## src/rtl/assert_macros.svh

```systemverilog
// assertion macros used by the decoder top-level rtl file
`ifndef ASSERT_MACROS_SVH
`define ASSERT_MACROS_SVH

`ifndef ASSERT_OFF

// property checked on every rising clock edge outside reset
`define ASSERT_ALWAYS(lbl, clk, rst, expr) \
   lbl: assert property (@(posedge clk) disable iff (rst) (expr)) \
      else $error("assertion failed");

// antecedent implies consequent on the next clock edge
`define ASSERT_NEXT(lbl, clk, rst, ante, cons) \
   lbl: assert property (@(posedge clk) disable iff (rst) (ante) |=> (cons)) \
      else $error("assertion failed");

`else

`define ASSERT_ALWAYS(lbl, clk, rst, expr)
`define ASSERT_NEXT(lbl, clk, rst, ante, cons)

`endif

`endif

```

## src/rtl/sfcd_pkg.sv

```systemverilog
// types, constants and the crc function of the sensor frame decoder
package sfcd_pkg;

   localparam logic [7:0]  CRC_INIT    = 8'hFF;
   localparam logic [7:0]  CRC_POLY    = 8'h31;
   localparam logic [3:0]  LAST_POS    = 4'd8;
   localparam logic [14:0] TEMP_SCALE  = 15'd17500;
   localparam logic [14:0] TEMP_OFFSET = 15'd4500;
   localparam logic [13:0] HUMID_SCALE = 14'd10000;

   // one completed frame, handed from the byte tracker to the converter
   typedef struct packed {
      logic        fail;
      logic [15:0] co2;
      logic [15:0] temp;
      logic [15:0] humid;
   } frame_type;

   // crc-8, msb first, one byte folded in
   function automatic logic [7:0] crc8_update(input logic [7:0] crc, input logic [7:0] data);
      logic [7:0] v;
      v = crc ^ data;
      for (int b = 0; b < 8; b++) begin
         v = v[7] ? ((v << 1) ^ CRC_POLY) : (v << 1);
      end
      return v;
   endfunction

endpackage

```

## src/rtl/sensor_frame_crc_decoder.sv

```systemverilog
// sensor frame crc decoder top level: byte tracker, converter and result register
// one byte per cycle while req_ready; a frame closed by its ninth byte goes to the
// frame record register, then result register; ready stays high while rsp flows
// synchronous active-high reset clears position, crc, error flag and valid flags
`include "assert_macros.svh"

module sensor_frame_crc_decoder (
   input  logic               clock,
   input  logic               reset,
   input  logic               req_valid,
   output logic               req_ready,
   input  logic [7:0]         req_rx_byte,
   input  logic               req_frame_start,
   output logic               rsp_valid,
   input  logic               rsp_ready,
   output logic               rsp_status,
   output logic [15:0]        rsp_co2_ppm,
   output logic [15:0]        rsp_temp_raw_word,
   output logic [15:0]        rsp_humid_raw_word,
   output logic signed [14:0] rsp_temperature_centi,
   output logic [13:0]        rsp_humidity_centi
);
   import sfcd_pkg::*;

   logic               byte_take;
   logic               frame_valid;
   logic               frame_advance;
   frame_type          frame_rec;

   logic               conv_status;
   logic [15:0]        conv_co2;
   logic [15:0]        conv_temp_raw;
   logic [15:0]        conv_humid_raw;
   logic signed [14:0] conv_temp_centi;
   logic [13:0]        conv_humid_centi;

   logic               rsp_valid_ff, rsp_valid_in;
   logic               status_ff;
   logic [15:0]        co2_ff;
   logic [15:0]        temp_raw_ff;
   logic [15:0]        humid_raw_ff;
   logic signed [14:0] temp_centi_ff;
   logic [13:0]        humid_centi_ff;
   logic               rsp_fields_zero;

   // result register frees up when empty or taken this cycle
   assign frame_advance = !rsp_valid_ff || rsp_ready;
   assign req_ready     = !frame_valid || frame_advance;
   assign byte_take     = req_valid && req_ready;
   assign rsp_valid_in  = frame_advance ? frame_valid : rsp_valid_ff;

   sfcd_frame u_frame (
      .clock         (clock),
      .reset         (reset),
      .byte_take     (byte_take),
      .rx_byte       (req_rx_byte),
      .frame_start   (req_frame_start),
      .frame_advance (frame_advance),
      .frame_valid   (frame_valid),
      .frame_rec     (frame_rec)
   );

   sfcd_conv u_conv (
      .frame_rec         (frame_rec),
      .status            (conv_status),
      .co2_ppm           (conv_co2),
      .temp_raw_word     (conv_temp_raw),
      .humid_raw_word    (conv_humid_raw),
      .temperature_centi (conv_temp_centi),
      .humidity_centi    (conv_humid_centi)
   );

   always_ff @(posedge clock) begin
      if (reset) begin
         rsp_valid_ff <= 1'b0;
      end else begin
         rsp_valid_ff <= rsp_valid_in;
      end
   end

   always_ff @(posedge clock) begin
      if (frame_advance && frame_valid) begin
         status_ff      <= conv_status;
         co2_ff         <= conv_co2;
         temp_raw_ff    <= conv_temp_raw;
         humid_raw_ff   <= conv_humid_raw;
         temp_centi_ff  <= conv_temp_centi;
         humid_centi_ff <= conv_humid_centi;
      end
   end

   assign rsp_valid             = rsp_valid_ff;
   assign rsp_status            = status_ff;
   assign rsp_co2_ppm           = co2_ff;
   assign rsp_temp_raw_word     = temp_raw_ff;
   assign rsp_humid_raw_word    = humid_raw_ff;
   assign rsp_temperature_centi = temp_centi_ff;
   assign rsp_humidity_centi    = humid_centi_ff;

   assign rsp_fields_zero = (co2_ff == 16'd0) && (temp_raw_ff == 16'd0) &&
                            (humid_raw_ff == 16'd0) && (humid_centi_ff == 14'd0);

   `ASSERT_ALWAYS(a_ready_when_empty, clock, reset, rsp_valid_ff || req_ready)
   `ASSERT_ALWAYS(a_error_zeroes, clock, reset, !(rsp_valid_ff && status_ff) || rsp_fields_zero)
   `ASSERT_ALWAYS(a_humid_range, clock, reset, !rsp_valid_ff || humid_centi_ff < 14'd10000)
   `ASSERT_NEXT(a_frame_moves, clock, reset, frame_valid && !rsp_valid_ff, rsp_valid_ff)

endmodule

```

## src/rtl/sfcd_frame.sv

```systemverilog
// byte position tracker, word assembly and crc check, with the frame record register
module sfcd_frame (
   input  logic                clock,
   input  logic                reset,
   input  logic                byte_take,
   input  logic [7:0]          rx_byte,
   input  logic                frame_start,
   input  logic                frame_advance,
   output logic                frame_valid,
   output sfcd_pkg::frame_type frame_rec
);
   import sfcd_pkg::*;

   typedef enum logic [1:0] {
      PHASE_HIGH,
      PHASE_LOW,
      PHASE_CHECK
   } phase_type;

   localparam logic [3:0] POS_CO2_LOW  = 4'd1;
   localparam logic [3:0] POS_TEMP_LOW = 4'd4;

   logic [3:0]  pos_ff, pos_in;
   logic [7:0]  crc_ff, crc_in;
   logic [7:0]  high_ff, high_in;
   logic [15:0] co2_ff, co2_in;
   logic [15:0] temp_ff, temp_in;
   logic [15:0] humid_ff, humid_in;
   logic        fail_ff, fail_in;
   logic        frame_valid_ff, frame_valid_in;
   frame_type   frame_ff, frame_in;

   logic        restart;
   logic [3:0]  pos;
   logic        fail_now;
   logic        last;
   phase_type   phase;

   always_comb begin
      restart = frame_start || (pos_ff > LAST_POS);
      pos     = restart ? 4'd0 : pos_ff;
      last    = (pos == LAST_POS);
      unique case (pos) inside
         4'd0, 4'd3, 4'd6: phase = PHASE_HIGH;
         4'd1, 4'd4, 4'd7: phase = PHASE_LOW;
         default:          phase = PHASE_CHECK;
      endcase
   end

   always_comb begin
      crc_in   = crc_ff;
      high_in  = high_ff;
      co2_in   = co2_ff;
      temp_in  = temp_ff;
      humid_in = humid_ff;
      fail_now = restart ? 1'b0 : fail_ff;
      unique case (phase)
         PHASE_HIGH: begin
            crc_in  = crc8_update(CRC_INIT, rx_byte);
            high_in = rx_byte;
         end
         PHASE_LOW: begin
            crc_in = crc8_update(crc_ff, rx_byte);
            if (pos == POS_CO2_LOW) begin
               co2_in = {high_ff, rx_byte};
            end else if (pos == POS_TEMP_LOW) begin
               temp_in = {high_ff, rx_byte};
            end else begin
               humid_in = {high_ff, rx_byte};
            end
         end
         default: begin
            fail_now = fail_now | (crc_ff != rx_byte);
         end
      endcase
      pos_in  = last ? 4'd0 : pos + 4'd1;
      fail_in = last ? 1'b0 : fail_now;
   end

   // the ninth byte closes the frame; the humidity word is already held
   always_comb begin
      frame_in.fail  = fail_now;
      frame_in.co2   = co2_ff;
      frame_in.temp  = temp_ff;
      frame_in.humid = humid_ff;
      if (byte_take && last) begin
         frame_valid_in = 1'b1;
      end else if (frame_advance) begin
         frame_valid_in = 1'b0;
      end else begin
         frame_valid_in = frame_valid_ff;
      end
   end

   always_ff @(posedge clock) begin
      if (reset) begin
         pos_ff         <= 4'd0;
         crc_ff         <= CRC_INIT;
         fail_ff        <= 1'b0;
         frame_valid_ff <= 1'b0;
      end else begin
         frame_valid_ff <= frame_valid_in;
         if (byte_take) begin
            pos_ff  <= pos_in;
            crc_ff  <= crc_in;
            fail_ff <= fail_in;
         end
      end
   end

   always_ff @(posedge clock) begin
      if (byte_take) begin
         high_ff  <= high_in;
         co2_ff   <= co2_in;
         temp_ff  <= temp_in;
         humid_ff <= humid_in;
         if (last) begin
            frame_ff <= frame_in;
         end
      end
   end

   assign frame_valid = frame_valid_ff;
   assign frame_rec   = frame_ff;

endmodule

```

## src/rtl/sfcd_conv.sv

```systemverilog
// temp and humid words scaled to hundredths; frames with a crc error are zeroed
module sfcd_conv (
   input  sfcd_pkg::frame_type frame_rec,
   output logic                status,
   output logic [15:0]         co2_ppm,
   output logic [15:0]         temp_raw_word,
   output logic [15:0]         humid_raw_word,
   output logic signed [14:0]  temperature_centi,
   output logic [13:0]         humidity_centi
);
   import sfcd_pkg::*;

   logic [30:0] temp_prod;
   logic [29:0] humid_prod;
   logic [14:0] temp_diff;

   always_comb begin
      temp_prod  = {15'd0, frame_rec.temp} * {16'd0, TEMP_SCALE};
      humid_prod = {14'd0, frame_rec.humid} * {16'd0, HUMID_SCALE};
      // offset fits the 15-bit two's complement range for every raw word
      temp_diff  = temp_prod[30:16] - TEMP_OFFSET;
      status     = frame_rec.fail;
      if (frame_rec.fail) begin
         co2_ppm           = 16'd0;
         temp_raw_word     = 16'd0;
         humid_raw_word    = 16'd0;
         temperature_centi = 15'sd0;
         humidity_centi    = 14'd0;
      end else begin
         co2_ppm           = frame_rec.co2;
         temp_raw_word     = frame_rec.temp;
         humid_raw_word    = frame_rec.humid;
         temperature_centi = signed'(temp_diff);
         humidity_centi    = humid_prod[29:16];
      end
   end

endmodule

```

## config.mk

```make
export PLATFORM = sky130hd
export DESIGN_NAME = sensor_frame_crc_decoder
export DESIGN_NICKNAME = d
export VERILOG_FILES = /design/src/rtl/sfcd_pkg.sv /design/src/rtl/sensor_frame_crc_decoder.sv /design/src/rtl/sfcd_frame.sv /design/src/rtl/sfcd_conv.sv
export VERILOG_INCLUDE_DIRS = /design/src /design/src/rtl
export SDC_FILE = /design/constraint.sdc
export NUM_CORES = 1
export LEC_CHECK = 0
export BUFFER_PORTS_ARGS = -buffer_cell sky130_fd_sc_hd__buf_2
export CORE_ASPECT_RATIO = 1.2
export CORE_MARGIN = 2
export CORE_UTILIZATION = 45
export CTS_BUF_LIST = sky130_fd_sc_hd__clkbuf_4 sky130_fd_sc_hd__clkbuf_8 sky130_fd_sc_hd__clkbuf_16
export CTS_CLUSTER_DIAMETER = 40
export CTS_CLUSTER_SIZE = 24
export DETAILED_ROUTE_END_ITERATION = 10
export REMOVE_ABC_BUFFERS = 1
export SLEW_MARGIN = 20
export SYNTH_ARGS = -nofsm -noshare
export SYNTH_HDL_FRONTEND = slang
export SYNTH_SLANG_ARGS = --single-unit
```

## constraint.sdc

```tcl
create_clock -name clock -period 6.49 [get_ports clock]
set_input_delay 0.649 -clock clock [delete_from_list [all_inputs] [get_ports clock]]
set_output_delay 0.649 -clock clock [all_outputs]
set_load 0.01 [all_outputs]
```

# Word level (Yosys, flattened, before mapping)
# Cells that the tools add are included.
# word_totals
ff_bits	198
in_bits	13
output_inout_bits	80
elab_cells	99
# classes
add_sub_neg	2
mul	2
order_cmp	1
eq_ne	8
muxes	25
bitwise	21
n_reduce_logical	21
# ops
op	n
$mux W6	16
$not A3 Y3	16
$mul A16 B13 Y29 const B	1
$mul A16 B10 Y26 const B	1
$pmux W8 S2	1
$sub A15 B13 Y15 const B	1
$eq A4 B3 Y1 const B	3
$mux W4	2
$ne A8 B8 Y1	1
$not A8 Y8	1
$reduce_and A4 Y1	2
$xor A8 B8 Y8	1
$reduce_and A2 Y1	3
$reduce_or A3 Y1	2
$mux W1	5
$add A4 B1 Y4 const B	1
$eq A4 B1 Y1 const B	1
$eq A4 B2 Y1 const B	1
$eq A4 B4 Y1 const B	1
$gt A4 B4 Y1 const B	1
$logic_not A4 Y1	1
$pmux W2 S2	1
$reduce_bool A2 Y1	2
$logic_and A1 B1 Y1	3
8 further kinds	12

# Longest topological paths before layout
# Gate-level depths: netlist (run 1).
# logic_depth
ltp_word	18
depth_mapped	22
mapped_depth_nobuf	22

# Cells and area by module
# From an unflattened synthesis (run 1), not the netlist that was laid out.
# hier_totals
cells_unflattened	1069
area_unflattened_um2	13042.5
# by_module_without_submodules
mod	instances	cells_each	area_per_inst_um2	seq_area_each_um2
sfcd_conv	1	731	6123.4	0.0
sfcd_frame	1	252	4511.8	3433.3
sensor_frame_crc_decoder	1	86	2407.3	2362.3

# Worst setup path before layout (run 1)
# OpenSTA, ideal clock, no wires.
# synth_timing
kind	reg-to-reg
start	register u_frame.frame_ff, in the netlist u_frame.frame_rec[25]
end	register temp_centi_ff[6], in the netlist rsp_temperature_centi[6] (data pin)
setup_ns	0.266
t_arrival_ns	5.163
required_ns	6.224
setup_slack_ns	1.061
path_stages_with_launch	23
n_path_buf	0
period_less_slack_ns	5.429
cell_sequence	edfxtp_1 > ha_1 > inv_1 > fa_1 > inv_1 > ha_1 > fa_1 > inv_1 > fa_1 > inv_1 > ha_1 > and3_1 > nand3_1 > or3_4 > o21a_4 > xnor2_1 > inv_1 > ha_1 > nor3b_1 > nor3b_1 > a221o_1 > xnor2_1 > nor2_1
# synth_via
elab_chain_len	2
# synth_rtl
item	line	text
from (decl)	sfcd_frame.sv:31	frame_type frame_ff, frame_in;
from (signal assigned)	sfcd_frame.sv:118	frame_ff <= frame_in;
$mul A16 B13 Y29	sfcd_conv.sv:18	temp_prod = {15'd0, frame_rec.temp} * {16'd0, TEMP_SCALE};
$sub A15 B13 Y15	sfcd_conv.sv:21	temp_diff = temp_prod[30:16] - TEMP_OFFSET;
to (signal assigned)	sensor_frame_crc_decoder.sv:87	temp_centi_ff <= conv_temp_centi;
to (decl)	sensor_frame_crc_decoder.sv:42	logic signed [14:0] temp_centi_ff;
# No other way between the ends.
# A chain may end at the register's enable or synchronous reset.

# Final worst setup path (run 1)
# layout_timing
start	register u_frame.frame_ff, in the netlist u_frame.frame_rec[26]
end	register temp_centi_ff[6], in the netlist rsp_temperature_centi[6] (data pin)
# Same word-level chain as after synthesis.

==> flow_summary.toml, run 1 <==
[layout]
drive_gt1_share_pct = 12.5
final_core_util_pct = 51.3
fin_nets = 1426
syn_to_final_growth_pct = 11.7
n_antenna_cell = 0

[critical_path]
r2r-start = "u_frame.frame_rec[26]"
cp_max_fo = 7
slowest_delay_ns = 0.54
cp-end-kind = "register"
crit_top_cell = "inv_1"
criticalPathCategory = "register to register"
rrSetupSlack_ns = 0.69
cp_cell_sequence = "ha_1, inv_1, fa_1, inv_1, ha_1, fa_1, inv_1, fa_1, inv_1, ha_1, and3_1, nand3_1, or3_4, o21a_4, xnor2_1, inv_1, ha_1, nor3b_1, nor3b_1, a221o_1, xnor2_1, nor2_1"
critPathArrivalTime_ns = 5.96
cp.required_ns = 6.65
crit_path_start_kind = "register"
reg2reg_to = "rsp_temperature_centi[6]"
r2r_cells = 22
slowest_stage = "edfxtp_1"

[worst_hold_path]
min_delay_worst_endpoint = "u_frame.frame_rec[5]"
worstHoldPathType = "register to register"
worstHoldStart = "u_frame.humid_ff[5]"
holdPathStages = 0

[timing]
slew_headroom_pct = 29.1
whs_ns = 0.420
fin_tns_setup_ns = 0
max_freq_mhz = 172
clock_skew_ns = 0.00557
slew_violations = 0
finalSetupViolations = 0
period_needed_ns = 5.80
rsz0062_at_grt = "false"
hold_viol = 0
finalCritPeriodShare_pct = 89.4
setup_ws_ns = 0.691
worst_pin_slew_ns = 1.06

[synthesis]
ys_warn_count = 0
yosys.cell_types.count = 72
syn_area_um2 = 12900
synth.avg_cell_area_um2 = 12.1
ys_seq_elements = 198
synth_flop_cell = "edfxtp_1"
synthCells = 1067
yosysSeqAreaShare_pct = 44.9
async_flop_share_pct = 0
synth.largest_area_cell = "edfxtp_1"
synth_top_area_share_pct = 42.6
synth_edf_count = 183
netlist_top_cells_area = "edfxtp_1, ha_1, fa_1, inv_1, xnor2_1"

[cts]
cts_hold_buf = 0
clock_path_buffers = 2
htree_num_levels = 4
cts_tree = "yes"
cts_resized = 0
clk_root_buffer_cell = "clkbuf_16"
clock-sinks = 198
clk_pin_slew_ns = 0.07
cts_inserted_buffers = 17
worst_skew_pair.late_latency_ns = 0.44
post_cts_buffers = 0

[flow_run]
cap_violations = 0

[die]
initial_core_util_pct = 45.9
coreArea_um2 = 28100
fp.dieH_um = 189
dieWidth_um = 159
die-area_um2 = 30000
ioPinCount = 93
rows = 67

[placed_design]
port_buffers = 92
pre_cts_ws_ns = 0.708
gp_congestion = 0.833
dp_hpwl_mm = 17.8

[drt]
final_antenna_net_count = 0
via_per_inst = 4.91
drc_errors = 0
routedWlPerCell_um = 15.4
dr.first_iter.drc_count = 288
vias = 7655
wl_mm = 24.0
first_pass_iters = 4

[power]
leakage_nw = 6.30
powerDensity_nw_per_um2 = 179
finalPower_mw = 2.58
ir_worst_vdd_mv = 0.167

[global_routing]
grt_pass1_vias = 7768
grt_pass1_wl_mm = 39.6
antenna_found_initial = 0
gr-total-overflow = 0
grt_max_degree = 81
grt_usage_pct = 17.1

[outcome]
run_status = "complete, no violations"
## flip-flops by register name (all words and copies together) (netlist names), 4 cells and up
register / cells
u_frame.co2_ff: 16
u_frame.crc_ff: 8
u_frame.frame_rec: 49
u_frame.pos_ff: 4
rsp_co2_ppm: 16
rsp_humid_raw_word: 16
u_frame.humid_ff: 16
rsp_temp_raw_word: 16
rsp_temperature_centi: 15
rsp_humidity_centi: 14
u_frame.high_ff: 8
u_frame.temp_ff: 16
## how the worst max path moves through the flow
| stage | from | to | slack [ns] | depth (start not counted) |
|---|---|---|---|---|
| 2_1_floorplan | u_frame.frame_rec[25] | rsp_temperature_centi[6] | 1.01 | 22 |
| 3_3_place_gp | u_frame.frame_rec[26] | rsp_temperature_centi[6] | 0.79 | 22 |
| 3_5_place_dp | u_frame.frame_rec[26] | rsp_temperature_centi[6] | 0.71 | 22 |
| 4_1_cts | u_frame.frame_rec[26] | rsp_temperature_centi[6] | 0.68 | 22 |
| 5_1_grt | u_frame.frame_rec[26] | rsp_temperature_centi[6] | 0.36 | 22 |
| 6_report | u_frame.frame_rec[26] | rsp_temperature_centi[6] | 0.69 | 22 |
## stage by stage
stage / cells / area, um2
after floorplan: 1051 / 12800
after global placement: 1527 / 13800
after detailed placement: 1527 / 13800
after CTS: 1559 / 14400
after global routing: 1559 / 14400
final: 1559 / 14400
## worst max-delay path: cells and delay by family (launching register included)
family / cells / cell delay (ns)
compound gates: 2 / 0.51
xor+xnor: 2 / 0.35
fa+ha+maj: 7 / 2.69
buf+inv: 5 / 0.26
flops: 1 / 0.54
simple gates: 6 / 1.16
## cells in the final DEF, fill, tap and decap left out, types with 2 or more instances in the layout
cell	n
and4_1	2
buf_4	5
or2_1	2
buf_2	92
nand3_1	10
inv_6	7
a21oi_1	30
edfxtp_1	183
or4_1	2
o21ai_0	19
o211ai_1	2
a311o_1	2
xor2_1	18
or3_1	4
o211a_1	2
fa_1	78
nand2_1	30
clkbuf_16	17
a31oi_1	4
o31ai_1	3
ha_1	168
o21bai_1	6
o22ai_1	3
dfxtp_1	15
a211oi_1	7
a21o_1	7
nor2b_1	41
nor3_1	14
and3_1	3
nand4_1	7
a22oi_1	4
inv_8	4
nor3b_1	5
inv_1	194
nand2b_1	6
xnor2_1	49
and2_1	4
o21a_1	8
a211o_1	8
nor2_1	74
## logic make-up after synthesis
kind of cell / share of synthesized area, %
AO/OA/AOI/OAI: 6.90
buffers and inverters: 6.13
multiplexers: 0.252
adder cells (fa/ha/maj): 28.4
XOR/XNOR: 4.68
AND/OR/NAND/NOR: 8.68
flip-flops: 44.9
## cells in the mapped netlist (8+ instances only)
master      n
nand2_1    30
o21a_1      8
nor3_1     15
fa_1       78
ha_1      168
inv_1     194
nand3_1    10
a21oi_1    30
o21ai_0    19
edfxtp_1  183
dfxtp_1    15
xor2_1     18
xnor2_1    49
a211o_1     8
clkbuf_1   13
nor2b_1    42
nor2_1     75
## per-layer routing
metal | track usage (%) | vias up | part of all wire [%]
li1 | - | 3837 | -
met1 | 23.0 | 3693 | 47
met2 | 29.2 | 108 | 49
met3 | 2.31 | 17 | 2.6
met4 | 4.33 | 0 | 1.0
met5 | 0 | - | 0
## final cells by class
class / instances / area [um2]
Multi-Input combinational cell: 659 / 6330
Sequential cell: 198 / 5800
Tap cell: 379 / 474
Timing Repair Buffer: 97 / 498
Inverter: 194 / 728
Clock buffer: 17 / 425
Clock inverter: 15 / 153
Fill cell: 2492 / 13700
## report_power, final
| group | leakage, nW | internal, mW | total (mW) | switching [mW] |
|---|---|---|---|---|
| Sequential | 1.78 | 1.39 | 1.41 | 0.0150 |
| Clock | 0.285 | 0.547 | 1.06 | 0.510 |
| Combinational | 4.23 | 0.0511 | 0.112 | 0.0605 |
| Total | 6.30 | 1.99 | 2.58 | 0.586 |
(Power assumes the default switching activity.)
==> inputs of run 2 (changes only) <==
--- a/config.mk
+++ b/config.mk
@@ -9,7 +9,7 @@
 export BUFFER_PORTS_ARGS = -buffer_cell sky130_fd_sc_hd__buf_2
 export CORE_ASPECT_RATIO = 1.2
 export CORE_MARGIN = 2
-export CORE_UTILIZATION = 45
+export CORE_UTILIZATION = 35
 export CTS_BUF_LIST = sky130_fd_sc_hd__clkbuf_4 sky130_fd_sc_hd__clkbuf_8 sky130_fd_sc_hd__clkbuf_16
 export CTS_CLUSTER_DIAMETER = 40
 export CTS_CLUSTER_SIZE = 24
==> run 2 against run 1 <==
Clock skew rose by 0.0076 ns. Die area rose by 28%. Routed wire length is 4.5% higher. Setup slack gained 0.0067 ns.
==> flow_summary.toml, run 2 (same netlist as run 1, synthesis figures left out) <==
[critical_path]
r2r-start = "u_frame.frame_rec[26]"
worstSetupEndpoint = "rsp_temperature_centi[6]"
rrSetupSlack_ns = 0.70
reg2reg_to = "rsp_temperature_centi[6]"
cp_max_fo = 7
critPathArrivalTime_ns = 5.97
critPathLaunch = "u_frame.frame_rec[26]"
crit_path_start_kind = "register"
r2r_cells = 22
criticalPathCategory = "register to register"
cp-end-kind = "register"
cp.required_ns = 6.67

[die]
fp.dieH_um = 214
die-area_um2 = 38400
rows = 77
ioPinCount = 93
coreArea_um2 = 36600
initial_core_util_pct = 35.2
dieWidth_um = 179

[cts]
clock_path_buffers = 2
post_cts_buffers = 0
worst_skew_pair.late_latency_ns = 0.46
cts_resized = 0
clock-sinks = 198
cts_tree = "yes"
clk_root_buffer_cell = "clkbuf_16"
cts_hold_buf = 0
htree_num_levels = 4
clk_pin_slew_ns = 0.08
cts_inserted_buffers = 17

[timing]
worst_pin_slew_ns = 0.876
slew_violations = 0
fin_tns_setup_ns = 0
hold_viol = 0
rsz0062_at_grt = "false"
finalSetupViolations = 0
clock_skew_ns = 0.0131
finalCritPeriodShare_pct = 89.3
slew_headroom_pct = 41.6
max_freq_mhz = 173
period_needed_ns = 5.79

[drt]
vias = 7686
wl_mm = 25.1
dr.first_iter.drc_count = 377
drc_errors = 0
first_pass_iters = 4
final_antenna_net_count = 0
via_per_inst = 4.64
routedWlPerCell_um = 15.1

[worst_hold_path]
worstHoldStart = "u_frame.temp_ff[2]"
worstHoldPathType = "register to register"

[power]
ir_worst_vdd_mv = 0.138
leakage_nw = 6.31
powerDensity_nw_per_um2 = 180

[layout]
fillerInstances = 3558
layout_common_cells = "inv_1, edfxtp_1, ha_1"
regArea_um2 = 5800
final_common_cell = "inv_1"
n_antenna_cell = 0
multi_input_area_um2 = 6330
syn_to_final_growth_pct = 13.1
final_core_util_pct = 39.8
fin_nets = 1427
largest_reg_flops = 49
drive_gt1_share_pct = 12.6

[global_routing]
antenna_found_initial = 1
gr-total-overflow = 0
grt_max_degree = 81
grt_pass1_vias = 8002
grt_usage_pct = 13.9
grt_pass1_wl_mm = 41.4

[outcome]
run_status = "complete, no violations"

[flow_run]
cap_violations = 0

[placed_design]
dp_hpwl_mm = 18.8
port_buffers = 92
gp_congestion = 0.823
-- run 2: cell types whose count changed in the layout (fill, tap and decap cells not counted), sizes merged --
cell	delta
buf	+1
clkinv	+6
clkinvlp	-1
inv	-5
-- run 2: stage by stage --
step                      hold slack, ns  power, mW  instance area (um2)  setup WS, ns  std cells
final                              0.416       2.63                14600         0.697       1655
after detailed placement           0.405       1.55                14000         0.675       1623
after global routing               0.426       2.73                14600         0.330       1655
after floorplan                    0.400       1.52                12800          1.01       1051
after global placement             0.402       1.55                14000         0.773       1623
after CTS                          0.419       2.67                14600         0.675       1655
-- run 2: worst min path at each step --
stage                     depth (start not counted)               endpoint
after floorplan                                   0   u_frame.frame_rec[0]
after global placement                            0  u_frame.frame_rec[36]
after detailed placement                          0   u_frame.frame_rec[0]
after CTS                                         0  u_frame.frame_rec[18]
after global routing                              0  u_frame.frame_rec[35]
final                                             0  u_frame.frame_rec[18]
-- run 2: worst max-delay path, stage by stage, from the launching register on --
cell	delay (ns)
edfxtp_1	0.55
ha_1	0.35
inv_1	0.05
fa_1	0.50
inv_1	0.04
ha_1	0.29
fa_1	0.48
inv_1	0.06
fa_1	0.53
inv_1	0.04
ha_1	0.31
and3_1	0.18
nand3_1	0.11
or3_4	0.36
o21a_4	0.23
xnor2_1	0.21
inv_1	0.07
ha_1	0.24
nor3b_1	0.34
nor3b_1	0.09
a221o_1	0.28
xnor2_1	0.13
nor2_1	0.05
-- run 2: final cells by class --
type	count	area share [%]
multi-input combinational	659	43.4
sequential	198	39.7
inverter	194	4.99
tap	474	4.07
timing repair buffer	98	3.49
clock buffer	17	2.92
clock inverter	15	1.40
-- run 2: where the power goes --
part	internal, mW	total (mW)	switching (mW)
combinational	0.0511	0.113	0.0618
clock	0.561	1.11	0.547
sequential	1.39	1.41	0.0151
-- run 2: routing by layer --
metal | share of wire, % | global-route usage, %
met3 | 3.3 | 2.23
met4 | 1.8 | 4.97
met2 | 48 | 22.7
met1 | 47 | 18.7
met5 | 0.044 | 0
==> inputs of run 3 (changes only) <==
--- a/config.mk
+++ b/config.mk
@@ -18,4 +18,5 @@
 export SLEW_MARGIN = 20
 export SYNTH_ARGS = -nofsm -noshare
 export SYNTH_HDL_FRONTEND = slang
+export SYNTH_HIERARCHICAL = 1
 export SYNTH_SLANG_ARGS = --single-unit
==> run 3 against run 2 <==
Flip-flop and latch count unchanged. Clock skew down 0.0047 ns. Register-to-register slack worse by 0.29 ns. Sequential power about the same. Synthesized area up 1.1%. Non-clock buffer count down 2. Utilization down 0.16 points. Maximum frequency down 4.8%. Critical path depth down 1. Power up 9.5%. Via count down 0.12%.
==> flow_summary.toml, run 3 <==
[timing]
finalSetupViolations = 0
slew_violations = 0
clock_skew_ns = 0.00848
period_needed_ns = 6.08
setup_ws_ns = 0.406
fin_tns_setup_ns = 0
hold_viol = 0
slew_headroom_pct = 30.7
max_freq_mhz = 164
finalCritPeriodShare_pct = 93.7
rsz0062_at_grt = "false"
worst_pin_slew_ns = 1.04

[drt]
met2_length_mm = 12.5
wl_mm = 25.0
dr.first_iter.drc_count = 366
met1_length_mm = 11.3
first_pass_iters = 4
final_antenna_net_count = 0
via_per_inst = 4.67
routedWlPerCell_um = 15.2
drc_errors = 0
routed.top_layer = "met4"
vias = 7677
dr_wl_met3_um = 709

[power]
pwr-share-comb_pct = 12.4
p_sw_share_pct = 26.2
switchingPower_uw = 754
finalPower_mw = 2.88
pwr-share-seq_pct = 49.8
leakage_nw = 6.33
powerDensity_nw_per_um2 = 197
p_clk_share_pct = 37.8
ir_worst_vdd_mv = 0.186
power.internal_mw = 2.12

[die]
ioPinCount = 93
die-area_um2 = 38800
initial_core_util_pct = 35.4
coreArea_um2 = 36800
dieWidth_um = 180
fp.dieH_um = 215
rows = 77

[layout]
fin_nets = 1414
multi_input_area_um2 = 6360
fin_cells = 1644
final_common_cell = "inv_1"
largest_reg_flops = 49
fillerInstances = 3581
layout_common_cells = "inv_1, edfxtp_1, ha_1"
syn_to_final_growth_pct = 12.0
n_antenna_cell = 0
regArea_um2 = 5800
drive_gt1_share_pct = 13.9

[placed_design]
pre_cts_ws_ns = 0.262
dp_hpwl_mm = 18.5
port_buffers = 92
dp.cells = 1612
gp_congestion = 0.808

[synthesis]
yosys.cell_types.count = 76
synthCells = 1069
synthTopCellsByCount = "inv_1, edfxtp_1, ha_1"
netlist_top_cells_area = "edfxtp_1, ha_1, fa_1, inv_1, xnor2_1"
synth_top_area_share_pct = 42.1
ys_warn_count = 6
syn_area_um2 = 13000
synth.largest_area_cell = "edfxtp_1"
async_flop_share_pct = 0
synth_edf_count = 183
synth.avg_cell_area_um2 = 12.2
synth_flop_cell = "edfxtp_1"
ys_seq_elements = 198
yosysMostFrequentCell = "inv_1"
yosysSeqAreaShare_pct = 44.4

[critical_path]
cp-end-kind = "register"
crit_path_start_kind = "register"
criticalPathCategory = "register to register"
cp_max_fo = 7
critPathArrivalTime_ns = 6.26
cp.required_ns = 6.67

[cts]
clk_pin_slew_ns = 0.08
worst_skew_pair.late_latency_ns = 0.45
cts_inserted_buffers = 17
clk_root_buffer_cell = "clkbuf_16"
htree_num_levels = 4
clock_path_buffers = 2
cts_hold_buf = 0
cts_tree = "yes"
post_cts_buffers = 0
cts_resized = 0
clock-sinks = 198

[flow_run]
cap_violations = 0

[global_routing]
gr-total-overflow = 0
antenna_found_initial = 0
grt_max_degree = 79
grt_pass1_vias = 7894
grt_pass1_wl_mm = 40.9
grt_usage_pct = 13.3

[worst_hold_path]
worstHoldPathType = "register to register"

[outcome]
run_status = "complete, no violations"
-- run 3: final timing paths --
kind,slack (ns),end,start,depth (start not counted)
max,0.41,rsp_temperature_centi[14],u_frame/frame_rec[25],21
min,0.42,u_frame/frame_rec[11],u_frame/humid_ff[11],0
max reg2reg,0.41,rsp_temperature_centi[14],u_frame/frame_rec[25],21
min reg2reg,0.42,u_frame/frame_rec[11],u_frame/humid_ff[11],0
-- run 3: power by group through the flow --
stage | Clock (mW) | Sequential [mW] | Combinational (mW)
3_5_place_dp | 0 | 1.46 | 0.356
5_1_grt | 1.17 | 1.43 | 0.405
4_1_cts | 1.13 | 1.43 | 0.359
2_1_floorplan | 0 | 1.45 | 0.281
6_report | 1.09 | 1.43 | 0.356
3_3_place_gp | 0 | 1.46 | 0.350
-- run 3: layer usage --
| metal | vias to the layer above | global-route usage [%] |
|---|---|---|
| met5 | - | 0 |
| met1 | 3743 | 16.7 |
| met3 | 26 | 2.21 |
| met4 | 0 | 4.78 |
| met2 | 120 | 23.2 |
| li1 | 3788 | - |
-- run 3: worst max-delay path, stage by stage, from the launching register on --
cell and delay, ns:
edfxtp_1 0.54, ha_1 0.36, fa_1 0.46, ha_1 0.32
fa_1 0.48, inv_1 0.05, fa_1 0.53, inv_1 0.05
ha_1 0.31, a21oi_1 0.14, nor2b_1 0.10, a211oi_4 0.41
o31ai_2 0.19, a21oi_1 0.21, xor2_1 0.19, ha_1 0.19
nor3_1 0.10, o31ai_2 0.31, nand4b_2 0.20, a2111o_1 0.43
a22oi_2 0.16, o31ai_1 0.08
-- run 3: cells by family after synthesis --
family          count (synthesis)  share of synthesized area [%]
buf+inv                       228                           6.96
compound gates                117                           6.96
xor+xnor                       73                           5.39
fa+ha+maj                     244                           27.9
flops                         198                           44.4
mux                             4                          0.307
simple gates                  205                           8.04
-- run 3: area by class of cell --
type | instances | area share (%)
clock inverters | 15 | 1.28
repair buffers | 96 | 3.36
multi-input cells | 643 | 43.5
flip-flops and latches | 198 | 39.7
well taps | 474 | 4.06
inverters | 201 | 5.17
clock buffers | 17 | 2.91
-- run 3: per-stage QoR --
step           area (um2)  hold slack (ns)  utilization [%]
3_3_place_gp        14000            0.402             38.0
6_report            14600            0.416             39.7
3_5_place_dp        14000            0.405             38.0
2_1_floorplan       12900            0.400                -
5_1_grt             14600            0.427             39.7
4_1_cts             14600            0.420             39.7
